===== config.mk =====
export PLATFORM = sky130hd
export DESIGN_NAME = dmtt_front
export DESIGN_NICKNAME = d
export VERILOG_FILES = /design/src/rtl/dmtt_pkg.sv /design/src/rtl/dmtt_front.sv
export SDC_FILE = /design/constraint.sdc
export NUM_CORES = 1
export LEC_CHECK = 0
export BUFFER_PORTS_ARGS = -buffer_cell sky130_fd_sc_hd__buf_2
export CORE_UTILIZATION = 53
export CTS_CLUSTER_SIZE = 8
export DETAILED_ROUTE_END_ITERATION = 10
export HOLD_SLACK_MARGIN = 0.12
export PLACE_DENSITY_LB_ADDON = 0.05
export SETUP_SLACK_MARGIN = 0.3
export SLEW_MARGIN = 25
export SYNTH_ARGS = -nofsm -noshare
export SYNTH_HDL_FRONTEND = slang
export SYNTH_SLANG_ARGS = --single-unit
export TNS_END_PERCENT = 10

===== constraint.sdc =====
create_clock -name clk -period 10.7 [get_ports clk]
set_clock_uncertainty 0.15 [all_clocks]
set_input_delay 1.605 -clock clk [delete_from_list [all_inputs] [get_ports clk]]
set_output_delay 1.605 -clock clk [all_outputs]
set_load 0.01 [all_outputs]

===== src/rtl/dmtt_pkg.sv =====
// Shared types and constants of the transposition table.
`default_nettype none
package dmtt_pkg;

  typedef enum logic [1:0] {
    ACT_PROBE  = 2'd0,
    ACT_STORE  = 2'd1,
    ACT_CLEAR  = 2'd2,
    ACT_OCCUPY = 2'd3
  } act_t;

  // One queued request, as classified by the front part.
  typedef struct packed {
    act_t        action;
    logic [63:0] key;
    logic [15:0] score;
    logic [15:0] depth;
    logic [7:0]  flag;
    logic [15:0] move;
  } dmtt_item_t;

  // One table slot; all zeros is an empty slot.
  typedef struct packed {
    logic [63:0] key;
    logic [7:0]  gen;
    logic [15:0] score;
    logic [15:0] depth;
    logic [7:0]  flag;
    logic [15:0] move;
  } dmtt_entry_t;

  localparam int HASH_SHIFT  = 32;
  localparam int DEPTH_SLACK = 2;
  localparam int PERMILLE    = 1000;
  localparam int OCC_W       = 10;
  localparam int PROD_W      = 20;
  localparam int QDEPTH      = 2;

endpackage
`default_nettype wire


===== src/rtl/dmtt_front.sv =====
// Front part: accepts requests, computes the slot index and queues them.
`default_nettype none
module dmtt_front import dmtt_pkg::*; #(
  parameter int INDEX_BITS = 16
) (
  input  wire logic                  clk,
  input  wire logic                  rst,
  input  wire logic                  in_valid,
  output logic                       in_stall,
  input  wire logic [1:0]            action,
  input  wire logic [63:0]           key,
  input  wire logic signed [15:0]    score,
  input  wire logic signed [15:0]    search_depth,
  input  wire logic [7:0]            bound_flag,
  input  wire logic [15:0]           best_move,
  input  wire logic                  init_busy,
  output logic                       q_valid,
  output dmtt_item_t                 q_item,
  output logic [INDEX_BITS-1:0]      q_index,
  input  wire logic                  q_pop
);

  localparam int PTR_W = $clog2(QDEPTH);
  localparam int CNT_W = $clog2(QDEPTH + 1);

  dmtt_item_t            items [QDEPTH];
  logic [INDEX_BITS-1:0] idxs  [QDEPTH];
  logic [PTR_W-1:0]      wr_ptr;
  logic [PTR_W-1:0]      rd_ptr;
  logic [CNT_W-1:0]      count;
  logic                  push;
  logic                  pop;
  dmtt_item_t            new_item;
  logic [INDEX_BITS-1:0] new_index;

  assign in_stall = (count == CNT_W'(QDEPTH)) || init_busy;
  assign push     = in_valid && !in_stall;
  assign pop      = q_pop && q_valid;
  assign q_valid  = count != '0;
  assign q_item   = items[rd_ptr];
  assign q_index  = idxs[rd_ptr];

  always_comb begin
    new_item.action = act_t'(action);
    new_item.key    = key;
    new_item.score  = score;
    new_item.depth  = search_depth;
    new_item.flag   = bound_flag;
    new_item.move   = best_move;
    new_index       = key[INDEX_BITS-1:0] ^ key[HASH_SHIFT +: INDEX_BITS];
  end

  always_ff @(posedge clk) begin
    if (rst) begin
      wr_ptr <= '0;
      rd_ptr <= '0;
      count  <= '0;
    end else begin
      if (push) begin
        wr_ptr <= wr_ptr + 1'b1;
      end
      if (pop) begin
        rd_ptr <= rd_ptr + 1'b1;
      end
      if (push && !pop) begin
        count <= count + 1'b1;
      end else if (pop && !push) begin
        count <= count - 1'b1;
      end
    end
  end

  always_ff @(posedge clk) begin
    if (push) begin
      items[wr_ptr] <= new_item;
      idxs[wr_ptr]  <= new_index;
    end
  end

endmodule
`default_nettype wire


==> results.txt <==
The worst register-to-register path begins at count[0]$_SDFFE_PP0P_. In this run the critical register-to-register path is captured at items[0][100]$_DFFE_PP_. The detailed router placed 5222 vias in this run. In this run the most critical hold path is launched from rd_ptr$_SDFFE_PP0P_. The combinational power share came out at 19.5%. The setup slack of the worst register-to-register path came out at 7140 ps.

The worst hold path belongs to the class flop to flop. The setup fix buffers added after clock tree synthesis is 0. The post-synthesis sequential area ratio is about four fifths. The tree is rooted in a sky130_fd_sc_hd__clkbuf_16. In the finished design, the share of the clock period the worst path needs comes to 41.71%. The floorplan has 50 rows. The leakage power total came out at roughly 4.8 nW. Of all nets on the critical path, the largest fanout is 78. The power per cell area came out at 236.1 nW/um2. The CTS sink count came out at 281. The clock passes through at most 3 buffers. Yosys attributes the largest share of cell area to sky130_fd_sc_hd__edfxtp_1 (80%), sky130_fd_sc_hd__mux2_2 (15%), sky130_fd_sc_hd__xor2_1 (1.6%). The worst pin sits at a relative slew slack of 33.71%. The max-slew violation count came out at 0. The sequential share of power came out at between 40 and 50%.

The clock insertion delay at the later pin of the skew report came out at approximately 500 ps. The number of CTS-inserted buffers came out at 41. The total number of nets in the final design is 898. The final estimated routing congestion in global placement is roughly 0.74. At the worst endpoint, the arrival time is 2710 ps. The length of the first detailed-routing pass in iterations came out at 4. The combined area of the multi-input logic cells came out at 1842 um2. The first-pass GRT wire length came out at 27930 um. The worst-case hold slack is ~380 ps. The endpoint of the worst hold-timing path is rd_ptr$_SDFFE_PP0P_. The leftover overflow at the end of global routing is 0. The reported net switching power is 0.7585 mW. The maximum frequency from static timing analysis came out at 224.0 MHz.

The number of global-route vias before repair came to 5465. Buffers placed on the I/O ports in this run total 266. The power after layout is 3.081 mW. The starting density of the core came out at 54.76%. The standard cell core area came out at 18960 um2. The flop and latch count out of synthesis is between 200 and 300.

The number of nets in the synthesized netlist is 600. The required arrival time at the worst endpoint is 8950 ps. The total negative setup slack is 0 ps. The die covers 20150 um2. The mapped netlist covers 10380 um2.

The layout cell share with drive strength beyond 1 came out at 58.66%. The sequential cell area is 8392 um2. The clock network burns a little over a third of the power.

The post-placement setup slack came out at 5784 ps. TritonCTS built the clock tree. After detailed routing, the average wire length per cell comes to 18.07 um. Setup repair after global routing left no endpoint under its margin. Cell internal power was estimated by the tool at 2.323 mW. STA classifies the critical path endpoint as an output pin.

In this run, distinct cell masters in the synthesized netlist total 17. After clock tree synthesis, the clock-pin slew on the worst setup and hold paths is about 50 ps. The quantity of gates resized following cts is 0. Synthesis produced a netlist whose cell count is between 400 and 500. The actual slew at the worst max-slew pin is 994.3 ps. The initial antenna violation count is 4. Detailed placement finished with a half-perimeter wire length of between 10000 and 15000 um.

From synthesis to final layout, the design area changed by 25.74%. Net switching is about a quarter of the power. After clock tree synthesis, the flow added hold-fix buffers numbering 0. The count of cells along the worst register-to-register path came out at 5. The average cell area after synthesis came out at 21.99 um2. The via density per instance is around 5.0. The die is approximately 140 um wide. The vertical extent of the die is 141.9 um. In this run, the number of DRC markers left after iteration 0 of detailed routing was 252.

The DRC violation count after routing is 0. The clock period minus worst slack is 4463 ps. The worst setup path is of the flop to output pin kind. The number of filler instances in the final layout is 1251. The run finished with clean final reports. The area share of the largest cell type after synthesis came out at 79.85%. The worst hold path passes through 2 cells. The startpoint class of the critical path is a flop. The wire length reported by the detailed router is 18830 um. The final-report setup violation count came out at 0. The cell type contributing the most total cell area after synthesis is sky130_fd_sc_hd__edfxtp_1. The total track usage is 18.61%.

The count of final hold-check violations is 0. In this run the number of H-tree levels came out at 2. The number of max-capacitance violations reported is 0. Setup slack closes at 6237 ps. The synthesis warning total came out at 0. The maximum number of pins on one net before global-route repair came out at ~80. Once detail routing completed, the nets flagged for antenna violations numbered 0.

During I/O placement, the number of pins put on the boundary was between 200 and 300. VDD sags by at most around 0.16 mV.
sequential cells by signal (all words and copies together), names as in the netlist, named ones only:
register and count:
count 2, rd_ptr 1, items 244, wr_ptr 1, idxs 32
cell type report:
class,instances,share of cell area (%)
timing repair buffer,270,10.46
sequential,281,64.30
clock inverter,2,0.1342
clock buffer,50,8.446
multi-input combinational,176,14.11
antenna,3,0.05752
tap,260,2.493
worst max-delay path: stages, from the launching register on:
cell and delay [ps]:
sky130_fd_sc_hd__dfxtp_4 880, sky130_fd_sc_hd__buf_6 610, sky130_fd_sc_hd__mux2_2 420, sky130_fd_sc_hd__buf_2 140
cell usage in the layout, fill, tap and decap left out:
cell type                     n
sky130_fd_sc_hd__a21oi_1      1
sky130_fd_sc_hd__nor2b_1      1
sky130_fd_sc_hd__edfxtp_1   276
sky130_fd_sc_hd__o21ai_0      3
sky130_fd_sc_hd__or2_2        1
sky130_fd_sc_hd__dfxtp_1      4
sky130_fd_sc_hd__nor2_1       4
sky130_fd_sc_hd__nand2b_1     3
sky130_fd_sc_hd__buf_6        1
sky130_fd_sc_hd__clkbuf_16   43
sky130_fd_sc_hd__and3_4       1
sky130_fd_sc_hd__clkbuf_1     7
sky130_fd_sc_hd__and2_1       1
sky130_fd_sc_hd__or3_1        1
sky130_fd_sc_hd__buf_4        3
sky130_fd_sc_hd__diode_2      3
sky130_fd_sc_hd__clkinv_4     1
sky130_fd_sc_hd__nor2b_4      1
sky130_fd_sc_hd__mux2_2     138
sky130_fd_sc_hd__inv_6        1
sky130_fd_sc_hd__ha_1         1
sky130_fd_sc_hd__nand3_1      1
sky130_fd_sc_hd__dfxtp_4      1
sky130_fd_sc_hd__xor2_1      19
sky130_fd_sc_hd__buf_2      266
Yosys cell counts:
cell                         n
sky130_fd_sc_hd__a21oi_1     1
sky130_fd_sc_hd__and2_1      1
sky130_fd_sc_hd__and3_1      1
sky130_fd_sc_hd__buf_2       1
sky130_fd_sc_hd__buf_6      14
sky130_fd_sc_hd__dfxtp_1     5
sky130_fd_sc_hd__edfxtp_1  276
sky130_fd_sc_hd__ha_1        1
sky130_fd_sc_hd__mux2_2    138
sky130_fd_sc_hd__nand2b_1    3
sky130_fd_sc_hd__nand3_1     1
sky130_fd_sc_hd__nor2_1      4
sky130_fd_sc_hd__nor2b_1     2
sky130_fd_sc_hd__o21ai_0     3
sky130_fd_sc_hd__or2_2       1
sky130_fd_sc_hd__or3_1       1
sky130_fd_sc_hd__xor2_1     19
power groups by stage:
stage | Sequential [mW] | Clock [mW] | Combinational [mW]
3_5_place_dp | 1.39 | 0 | 0.607
3_3_place_gp | 1.39 | 0 | 0.601
4_1_cts | 1.37 | 1.14 | 0.611
5_1_grt | 1.38 | 1.18 | 0.645
2_1_floorplan | 1.37 | 0 | 0.435
6_report | 1.37 | 1.11 | 0.599
metal layers:
metal | global-route usage, % | share of wire (%) | vias up
met4 | 8.319 | 2.7 | 2
met1 | 21.01 | 39 | 2531
met5 | 0 | 0.064 | -
met3 | 7.604 | 9.5 | 39
li1 | - | - | 2454
met2 | 31.09 | 49 | 196
kinds of logic (layout without fill, tap and decap cells):
family,Yosys count,count (layout),synth area share [%]
AO/OA/AOI/OAI,4,4,0.1928
XOR/XNOR,19,19,1.603
adder cells (fa/ha/maj),1,1,0.1205
buffers and inverters,15,322,1.567
flip-flops,281,281,80.81
multiplexers,138,138,14.97
other,0,3,0
AND/OR/NAND/NOR,14,14,0.7354
through the flow:
step	instance area (um2)	std cells	util (%)
floorplan	10380	472	-
detailed placement	11920	987	62.88
CTS	13040	1039	68.79
finish	13050	1042	68.85
global route	13050	1041	68.84
global placement	11920	987	62.88
worst max-delay path by stage:
stage	from	endpoint	depth (start not counted)
after floorplan	in_valid	idxs[0][0]$_DFFE_PP_	3
after global placement	init_busy	items[0][36]$_DFFE_PP_	6
after detailed placement	init_busy	items[0][32]$_DFFE_PP_	6
after CTS	flop	q_item[57]	3
after global routing	flop	q_item[52]	3
final	flop	q_item[117]	3
Note: power is estimated with default switching activity, not from simulation.
